--- config.mk ---
export PLATFORM = sky130hd
export DESIGN_NAME = fifo_with_positional_insert_top
export DESIGN_NICKNAME = d
export VERILOG_FILES = /design/src/rtl/core/fwpi_pkg.sv /design/src/rtl/core/fifo_with_positional_insert_top.sv /design/src/rtl/core/fwpi_cell.sv
export SDC_FILE = /design/constraint.sdc
export NUM_CORES = 2
export LEC_CHECK = 0
export BUFFER_PORTS_ARGS = -buffer_cell sky130_fd_sc_hd__buf_2
export CAP_MARGIN = 15
export CORE_MARGIN = 5
export CORE_UTILIZATION = 63
export CTS_CLUSTER_SIZE = 30
export DETAILED_ROUTE_END_ITERATION = 10
export MAX_ROUTING_LAYER = met4
export PLACE_DENSITY = 0.8
export SETUP_SLACK_MARGIN = 0.3
export SKIP_CTS_REPAIR_TIMING = 1
export SYNTH_ARGS = -nofsm -noshare
export SYNTH_HDL_FRONTEND = slang
export SYNTH_SLANG_ARGS = --single-unit
--- constraint.sdc ---
create_clock -name clk -period 7.7 [get_ports clk]
set_clock_uncertainty 0.15 [all_clocks]
set_input_delay 1.54 -clock clk [delete_from_list [all_inputs] [get_ports clk]]
set_output_delay 1.54 -clock clk [all_outputs]
set_load 0.01 [all_outputs]
--- src/rtl/core/fwpi_pkg.sv ---
// ----------------------------------------------------------------------------
// fwpi_pkg
// shared constants, codes and types of the queue with positional insert
// ----------------------------------------------------------------------------
package fwpi_pkg;

  localparam int DEPTH       = 16;
  localparam int KEY_W       = 32;
  localparam int OP_W        = 2;
  localparam int POS_W       = 4;
  localparam int ENTRY_CNT_W = 5;
  localparam int CNT_W       = $clog2(DEPTH + 1);
  localparam int IDX_W       = $clog2(DEPTH);
  localparam int CMP_W       = ((CNT_W > POS_W) ? CNT_W : POS_W) + 1;

  localparam int IN_DATA_W  = 40;
  localparam int OUT_DATA_W = 40;

  // request operation codes
  localparam logic [OP_W-1:0] OP_APPEND = 2'd0;
  localparam logic [OP_W-1:0] OP_REMOVE = 2'd1;
  localparam logic [OP_W-1:0] OP_INSERT = 2'd2;

  // per-cell actions broadcast along the chain
  localparam logic [1:0] ACT_HOLD     = 2'd0;
  localparam logic [1:0] ACT_LOAD_AT  = 2'd1;
  localparam logic [1:0] ACT_SHIFT_FW = 2'd2;
  localparam logic [1:0] ACT_OPEN_GAP = 2'd3;

  typedef struct packed {
    logic [1:0]       act;
    logic [IDX_W-1:0] sel;
    logic [KEY_W-1:0] key;
  } cell_ctl_t;

  typedef struct packed {
    logic               dropped;
    logic [ENTRY_CNT_W-1:0] entry_count;
    logic               head_valid;
    logic [KEY_W-1:0]   head_key;
  } result_t;

endpackage

--- src/rtl/core/fifo_with_positional_insert_top.sv ---
// ----------------------------------------------------------------------------
// fifo_with_positional_insert_top
// ordered key queue with append, remove-head and insert-after-position
// ----------------------------------------------------------------------------
//  channel | dir | tdata fields (lsb first)
//  in_     | in  | operation[1:0], key[33:2], position[37:34], zero pad
//  out_    | out | head_key[31:0], head_valid[32], entry_count[37:33],
//          |     | dropped[38], zero pad
//
//  one request is taken per cycle while in_tready is high; every slot of the
//  cell chain updates in the same cycle; the result is registered in the buffer
//  a two-entry result buffer lets requests flow while the output stalls;
//  in_tready falls only when both entries wait
//  rst_n (synchronous) empties the queue and the result buffer
// ----------------------------------------------------------------------------
module fifo_with_positional_insert_top
  import fwpi_pkg::*;
(
  input  logic                  clk,
  input  logic                  rst_n,
  input  logic                  in_tvalid,
  output logic                  in_tready,
  input  logic [IN_DATA_W-1:0]  in_tdata,   // operation, key, position
  output logic                  out_tvalid,
  input  logic                  out_tready,
  output logic [OUT_DATA_W-1:0] out_tdata   // head_key, head_valid, entry_count, dropped
);

  logic [OP_W-1:0]  op;
  logic [KEY_W-1:0] req_key;
  logic [POS_W-1:0] pos;

  assign op      = in_tdata[OP_W-1:0];
  assign req_key = in_tdata[OP_W+KEY_W-1:OP_W];
  assign pos     = in_tdata[OP_W+KEY_W+POS_W-1:OP_W+KEY_W];

  logic             in_fire;
  logic             out_fire;
  logic [CNT_W-1:0] occ_r;
  logic [CNT_W-1:0] occ_nxt;
  logic             done;
  cell_ctl_t        ctl;
  logic [KEY_W-1:0] cell_key [DEPTH];
  logic [KEY_W-1:0] head_nxt;
  logic             full;
  logic             empty;
  logic             pos_ok;

  assign in_fire  = in_tvalid && in_tready;
  assign out_fire = out_tvalid && out_tready;
  assign full     = (occ_r == CNT_W'(DEPTH));
  assign empty    = (occ_r == '0);
  assign pos_ok   = (CMP_W'(pos) < CMP_W'(occ_r));

  always_comb begin
    done     = 1'b0;
    ctl.act  = ACT_HOLD;
    ctl.sel  = '0;
    ctl.key  = req_key;
    occ_nxt  = occ_r;
    head_nxt = cell_key[0];
    if (in_fire) begin
      case (op)
        OP_APPEND: begin
          if (!full) begin
            done    = 1'b1;
            ctl.act = ACT_LOAD_AT;
            ctl.sel = occ_r[IDX_W-1:0];
            occ_nxt = occ_r + CNT_W'(1);
            if (empty) head_nxt = req_key;
          end
        end
        OP_REMOVE: begin
          if (!empty) begin
            done     = 1'b1;
            ctl.act  = ACT_SHIFT_FW;
            occ_nxt  = occ_r - CNT_W'(1);
            head_nxt = cell_key[1];
          end
        end
        OP_INSERT: begin
          if (!full && pos_ok) begin
            done    = 1'b1;
            ctl.act = ACT_OPEN_GAP;
            ctl.sel = IDX_W'(CMP_W'(pos) + CMP_W'(1));
            occ_nxt = occ_r + CNT_W'(1);
          end
        end
        default: done = 1'b0;
      endcase
    end
  end

  genvar g;
  generate
    for (g = 0; g < DEPTH; g++) begin : g_cell
      logic [KEY_W-1:0] left_k;
      logic [KEY_W-1:0] right_k;
      if (g == 0) begin : g_first
        assign left_k = '0;
      end else begin : g_mid_l
        assign left_k = cell_key[g-1];
      end
      if (g == DEPTH - 1) begin : g_last
        assign right_k = '0;
      end else begin : g_mid_r
        assign right_k = cell_key[g+1];
      end
      fwpi_cell u_cell (
        .clk       (clk),
        .ctl       (ctl),
        .idx       (IDX_W'(g)),
        .left_key  (left_k),
        .right_key (right_k),
        .key       (cell_key[g])
      );
    end
  endgenerate

  always_ff @(posedge clk) begin
    if (!rst_n) begin
      occ_r <= '0;
    end else begin
      occ_r <= occ_nxt;
    end
  end

  // result record for this request
  result_t res;
  always_comb begin
    res.head_valid  = (occ_nxt != '0);
    res.head_key    = res.head_valid ? head_nxt : '0;
    res.entry_count = ENTRY_CNT_W'(occ_nxt);
    res.dropped     = !done;
  end

  // two-entry result buffer: slot 0 drives the port, slot 1 catches a stall
  result_t    buf0_r;
  result_t    buf0_nxt;
  result_t    buf1_r;
  result_t    buf1_nxt;
  logic [1:0] bcnt_r;
  logic [1:0] bcnt_nxt;

  always_comb begin
    buf0_nxt = buf0_r;
    buf1_nxt = buf1_r;
    bcnt_nxt = bcnt_r;
    if (out_fire) begin
      buf0_nxt = buf1_r;
      bcnt_nxt = bcnt_nxt - 2'd1;
    end
    if (in_fire) begin
      if (bcnt_nxt == 2'd0) begin
        buf0_nxt = res;
      end else begin
        buf1_nxt = res;
      end
      bcnt_nxt = bcnt_nxt + 2'd1;
    end
  end

  always_ff @(posedge clk) begin
    buf0_r <= buf0_nxt;
    buf1_r <= buf1_nxt;
  end

  always_ff @(posedge clk) begin
    if (!rst_n) begin
      bcnt_r <= '0;
    end else begin
      bcnt_r <= bcnt_nxt;
    end
  end

  assign in_tready  = (bcnt_r != 2'd2);
  assign out_tvalid = (bcnt_r != 2'd0);
  assign out_tdata  = {{(OUT_DATA_W - $bits(result_t)){1'b0}}, buf0_r};

endmodule

--- src/rtl/core/fwpi_cell.sv ---
// ----------------------------------------------------------------------------
// fwpi_cell
// one queue slot: holds a key and takes it from a neighbour or the request
// ----------------------------------------------------------------------------
module fwpi_cell
  import fwpi_pkg::*;
(
  input  logic             clk,
  input  cell_ctl_t        ctl,
  input  logic [IDX_W-1:0] idx,
  input  logic [KEY_W-1:0] left_key,
  input  logic [KEY_W-1:0] right_key,
  output logic [KEY_W-1:0] key
);

  logic [KEY_W-1:0] key_r;
  logic [KEY_W-1:0] key_nxt;

  always_comb begin
    key_nxt = key_r;
    case (ctl.act)
      ACT_HOLD: begin
        key_nxt = key_r;
      end
      ACT_LOAD_AT: begin
        if (idx == ctl.sel) key_nxt = ctl.key;
      end
      ACT_SHIFT_FW: begin
        key_nxt = right_key;
      end
      ACT_OPEN_GAP: begin
        // slots past the gap take their left neighbour
        if (idx == ctl.sel) begin
          key_nxt = ctl.key;
        end else if (idx > ctl.sel) begin
          key_nxt = left_key;
        end
      end
      default: key_nxt = key_r;
    endcase
  end

  always_ff @(posedge clk) begin
    key_r <= key_nxt;
  end

  assign key = key_r;

endmodule

## Yosys cells after proc, flatten, opt, wreduce, memory -nomap -nowiden

Cells that the tools add are included.

| storage, ports and cells | value |
|---|---|
| register bits after elaboration | 597 |
| bits in latches | 0 |
| memory bits (writable) | 0 |
| memory bits (read-only) | 0 |
| input bits | 44 |
| output and inout port bits | 42 |
| word-level logic and storage cells | 223 |
| memories | 0 |

| cells by class | value |
|---|---|
| $add $sub $neg | 5 |
| multipliers | 0 |
| divide/modulo/power cells | 0 |
| magnitude comparators | 17 |
| equal/unequal tests | 54 |
| shifts and indexed selects | 0 |
| mux-type cells | 90 |
| bitwise gates (word level) | 2 |
| reduce and logical (&&, ||, !) cells | 29 |

Operator list:

| operator | count |
|---|---|
| $mux 32 | 52 |
| $pmux 32 s3 | 16 |
| $mux 39 | 3 |
| $pmux 32 s2 | 1 |
| $ne 3x1->1 const B | 16 |
| $reduce_and 3->1 | 16 |
| $eq 4x4->1 const A | 8 |
| $gt 4x4->1 const A | 8 |
| $ne 2x1->1 const B | 16 |
| $mux 5 | 5 |
| $eq 3x4->1 const A | 4 |
| $gt 3x4->1 const A | 4 |
| $pmux 5 s3 | 1 |
| $mux 6 | 2 |
| $eq 2x4->1 const A | 2 |
| $gt 1x4->1 const A | 2 |
| $gt 2x4->1 const A | 2 |
| $pmux 4 s2 | 1 |
| $eq 2x2->1 const B | 3 |
| $logic_not 2->1 | 3 |
| $mux 2 | 3 |
| $pmux 2 s3 | 1 |
| $add 5x1->5 const B | 1 |
| $eq 5x5->1 const B | 1 |
| 18 further kinds | 26 |

## Longest topological paths before layout

| logic depth | value |
|---|---|
| depth after elaboration | 10 |
| mapped depth | 14 |
| depth with buffers taken out | 10 |

## Modules after synthesis

A second synthesis with hierarchy kept.

| second synthesis, totals | value |
|---|---|
| cell total of the unflattened synthesis | 3,653 |
| area, all modules | 35,462.8 um^2 |

By module, submodules not included:

| module | instances | cells an instance | area each (um^2) | seq. area each (um^2) |
|---|---|---|---|---|
| fwpi_cell at g_cell[13].u_cell ... | 12 | 192 | 1,904.3 | 960.9 |
| fwpi_cell at g_cell[0].u_cell ... | 4 | 192 | 1,913.1 | 960.9 |
| fifo_with_positional_insert_top | 1 | 581 | 4,958.5 | 2,092.0 |

## Worst setup path after synthesis

Ideal clock, no wire load.

| path | value |
|---|---|
| path type | input port to flip-flop |
| start | in in_tdata[35] |
| end | reg g_cell[13].u_cell.key_r[0] (enable) |
| setup time | 475 ps |
| arrival | 5,779 ps |
| path slack | 1,296 ps |
| cell stages on the path | 9 |
| path through | ha_1 -> a2111o_1 -> a211o_1 -> buf_2 -> nand2_2 -> buf_6 -> buf_4 -> nor2_1 -> a221oi_1 |

| between the ends | value |
|---|---|
| word-level cells in the longest chain between the ends | 8 |
| elaborated cells on any way between the ends | 16 |
| those cells by class | add/sub: 1; order compare: 2; eq/ne: 5; mux: 4; bitwise: 1; reduce/logical: 3 |

Ends and longest elaborated chain:

| what | line | RTL |
|---|---|---|
| start: declaration | fifo_with_positional_insert_top.sv:23 | `input logic [IN_DATA_W-1:0] in_tdata,` |
| $lt 4x5->1 | fifo_with_positional_insert_top.sv:53 | `assign pos_ok = (CMP_W'(pos) < CMP_W'(occ_r));` |
| $logic_and 1x1->1 | fifo_with_positional_insert_top.sv:82 | `if (!full && pos_ok) begin` |
| $mux 6 (*) | fifo_with_positional_insert_top.sv:82 |  |
| $pmux 4 s2 / $pmux 2 s3 (equally long branches) | fifo_with_positional_insert_top.sv:63 | `case (op)` |
| $mux 6 (*) | fifo_with_positional_insert_top.sv:62 | `if (in_fire) begin` |
| $gt 4x4->1 (tied with other cells) | fwpi_cell.sv:35 | `end else if (idx > ctl.sel) begin` |
| $ne 3x1->1 (no line) (tied with other cells) | - |  |
| $reduce_and 3->1 (no line) (*) | - |  |
| end signal: assignment | fwpi_cell.sv:44 | `key_r <= key_nxt;` |
| end: declaration | fwpi_cell.sv:16 | `logic [KEY_W-1:0] key_r;` |

Mark *: on every way between the ends. The rest lies on a longest branch, timed or not.
A chain may end at the register's enable or synchronous reset.

## Worst setup path after layout

| path | value |
|---|---|
| start | in in_tdata[35] |
| end | reg g_cell[3].u_cell.key_r[30] (enable) |

| between the ends | value |
|---|---|
| word-level cells in the longest chain between the ends | 8 |
| elaborated cells on any way between the ends | 16 |
| those cells by class | add/sub: 1; order compare: 2; eq/ne: 5; mux: 4; bitwise: 1; reduce/logical: 3 |

Ends and longest elaborated chain:

| what | line |
|---|---|
| $lt 4x5->1 | fifo_with_positional_insert_top.sv:53 |
| $logic_and 1x1->1 | fifo_with_positional_insert_top.sv:82 |
| $mux 6 (*) | fifo_with_positional_insert_top.sv:82 |
| $pmux 4 s2 / $pmux 2 s3 (equally long branches) | fifo_with_positional_insert_top.sv:63 |
| $mux 6 (*) | fifo_with_positional_insert_top.sv:62 |
| $gt 2x4->1 (tied with other cells) | fwpi_cell.sv:35 |
| $ne 3x1->1 (no line) (tied with other cells) | - |
| $reduce_and 3->1 (no line) (*) | - |
| end signal: assignment | fwpi_cell.sv:44 |
| end: declaration | fwpi_cell.sv:16 |

Marked as above.

==> results.toml <==
[route]
met1_length_um = 34500
finalWirelength_um = 99000
drt-vias-per-instance = 7.76
drtPass1Iterations = 7
route.detailed.drc = 0
wl_met2_um = 44500
route.vias.total = 25300
top_layer = "met4"
wl_per_cell_um = 30.4
drtIter0Drc = 4377
ant_nets = 0
met3WireLength_um = 15500

[clock_network]
tritoncts = "built"
cts.path.max_buffers = 3
cts_buffers = 61
numClockSinks = 597
root_buffer = "clkbuf_16"
clkTransAtPathRegs_ns = 0.06
clk-insertion-delay-late_ns = 0.66
cts.htree.levels = 2

[min_path]
min_from = "buf1_r[32]"
hold_path.class = "flop to flop"
hold_depth = 2

[sta]
hold_viol_final = 0
finalCritPeriodShare_pct = 72.1
setup_viol = 0
final.min_clock_period_ns = 5.55
report.final.slew_viol_count = 0
maxSlewHeadroom_pct = 14.5
fin_setup_tns_ns = 0
rsz0062_at_grt = "no"
fmax_mhz = 180
tightestPinTransition_ns = 1.28

[placed_design]
post_dp_cell_area_sq_um = 31800
place_inst = 3135
detailed_place_hpwl_um = 56000
gp_congestion = 0.898
port_buffers = 82

[cells_and_area]
multiInputGateArea_sq_um = 12400
final_common_cell = "edfxtp_1"
postLayoutCellArea_sq_um = 33900
regArea_sq_um = 17500
drive_above_1_share_pct = 12.4
nFillCells = 3388
syn2layout_area_growth_pct = 9.81
most-common-layout-cells = "edfxtp_1 (551), a221o_1 (352), and3_1 (224)"
nets = 2590
final_cells = 3255

[global_routing]
grt_antenna_before_repair = 5
grt_overflow = 0
grt_use_total_pct = 36.8
grt_pass1_wl_um = 149000
grt_max_degree = 193
grt_pass1_vias = 24500

[die]
die_w_um = 231
initial_core_util_pct = 63.4
die_h_um = 231
ios = 86
dieArea_sq_um = 53600
rows = 81
core_sq_um = 48700

[run_status]
outcome = "finished clean"

[yosys]
ys_seq_area_share_pct = 56.5
yosysWarnings = 0
synth_edf_count = 551
synth_seq_cells = 597
synth_area_sq_um = 30900
avgSynthCellArea_sq_um = 11.8
ys.flop_type = "edfxtp_1"
synthArstFlopShare_pct = 0
synth_cell_types = 75
synthCells = 2616
synthesis.nets = 2671

[power_and_ir_drop]
power_mw = 9.67
p_leak_nw = 12.5
power.density_nw_per_um2 = 285
vdd_drop_max_v = 0.000246

[critical_path]
crit_type = "input pin to flop"
crit_required_ns = 7.89
cp_max_fo = 28
startpoint_type = "input pin"
worst_path_max_delay_cell = "a211oi_4"
worstReg2RegStart = "occ_r[2]"
reg2reg_depth = 11
path_cells = "buf_2 -> ha_1 -> a2111o_1 -> a211o_1 -> buf_4 -> nand2_2 -> buf_4 -> nor2_1 -> a211oi_4 -> buf_12"
slowest_delay_ns = 0.81
end_kind = "flop"
crit_arrival_ns = 5.74
setup.worst_path.start = "in_tdata[35]"
path_common_cell = "buf_4"

[run]
maxCapViolCount = 0
## cell families after synthesis
| logic type | share of synthesized area (%) |
|---|---|
| flip-flops | 56.5 |
| adder cells (fa/ha/maj) | 0.446 |
| buffers and inverters | 4.71 |
| AO/OA/AOI/OAI | 26.6 |
| XOR/XNOR | 0.113 |
| AND/OR/NAND/NOR | 11.3 |
| other | 0.0121 |
| multiplexers | 0.263 |
## path summary, 6_finish.rpt
| path | end | slack, ns |
|---|---|---|
| hold reg to reg | out_tdata[32] | 0.34 |
| setup reg to reg | g_cell[7].u_cell.key[0] | 2.30 |
| setup / recovery | g_cell[3].u_cell.key[30] | 2.15 |
| hold / removal | out_tdata[32] | 0.34 |
## cell type report
cell class                      instances  share of cell area [%]
Clock buffer                           75                    4.75
Antenna cell                            5                  0.0369
Clock inverter                         39                    1.29
Sequential cell                       597                    51.5
Tap cell                              664                    2.45
Timing Repair Buffer                  153                    2.91
Multi-Input combinational cell       1678                    36.6
Inverter                               44                   0.487
## stage by stage
| step | worst slack [ns] | util, % | hold slack (ns) |
|---|---|---|---|
| finish | 2.15 | 69.6 | 0.344 |
| global route | 2.12 | 69.6 | 0.381 |
| CTS | 2.28 | 69.5 | 0.346 |
| detailed placement | 1.60 | 65.3 | 0.330 |
| global placement | 1.70 | 65.3 | 0.310 |
| floorplan | 1.30 | - | 0.304 |
## registers in the layout (all words and copies together), names as in the netlist
name	cells
g_cell.u_cell.key	512
out_tdata	39
occ_r	5
buf1_r	39
bcnt_r	2
## synthesized netlist by cell type (3+ instances only)
cell type,count,area (sq um)
inv_1,43,161
ha_1,11,138
a22o_1,97,850
nand3_1,41,205
dfxtp_1,46,921
a21oi_1,23,115
buf_4,3,22.5
clkbuf_1,206,773
o21ai_0,102,510
nor3_1,9,45.0
a22oi_1,32,240
a221oi_1,34,298
a41oi_1,34,298
nand2_1,187,702
nor2_1,148,556
buf_2,65,325
o221ai_1,32,280
o21a_1,3,22.5
o211a_1,33,330
nand4_2,3,37.5
o21ai_1,15,75.1
o22ai_1,33,206
a31oi_1,9,56.3
and3_1,224,1400
mux2i_1,7,70.1
nor2b_1,39,244
edfxtp_1,551,16500
buf_6,11,124
buf_1,11,41.3
nand2b_1,6,37.5
a211oi_1,70,526
nand4_1,7,43.8
a221o_1,352,3520
o31ai_1,3,22.5
a21o_1,70,526
and2_1,7,43.8
## per-layer routing
layer  up-vias  GRT usage [%]
met5         -              -
met4         0           14.8
met3       378           11.5
met2      2266           54.3
met1     12100           47.8
li1      10500              -
## power breakdown
part | leakage, nW | switching (mW) | total, mW | internal (mW)
Sequential | 5.45 | 0.216 | 4.38 | 4.17
Clock | 1.01 | 1.31 | 3.10 | 1.79
Combinational | 6.02 | 1.45 | 2.19 | 0.743
Total | 12.5 | 2.97 | 9.67 | 6.70
## critical path: cells and delay by family
kind | cells | cell delay [ns]
buffers and inverters | 4 | 1.27
adder cells (fa/ha/maj) | 1 | 0.35
AND/OR/NAND/NOR | 2 | 0.86
AO/OA/AOI/OAI | 3 | 1.62
Power figures use the tool's default switching activity.
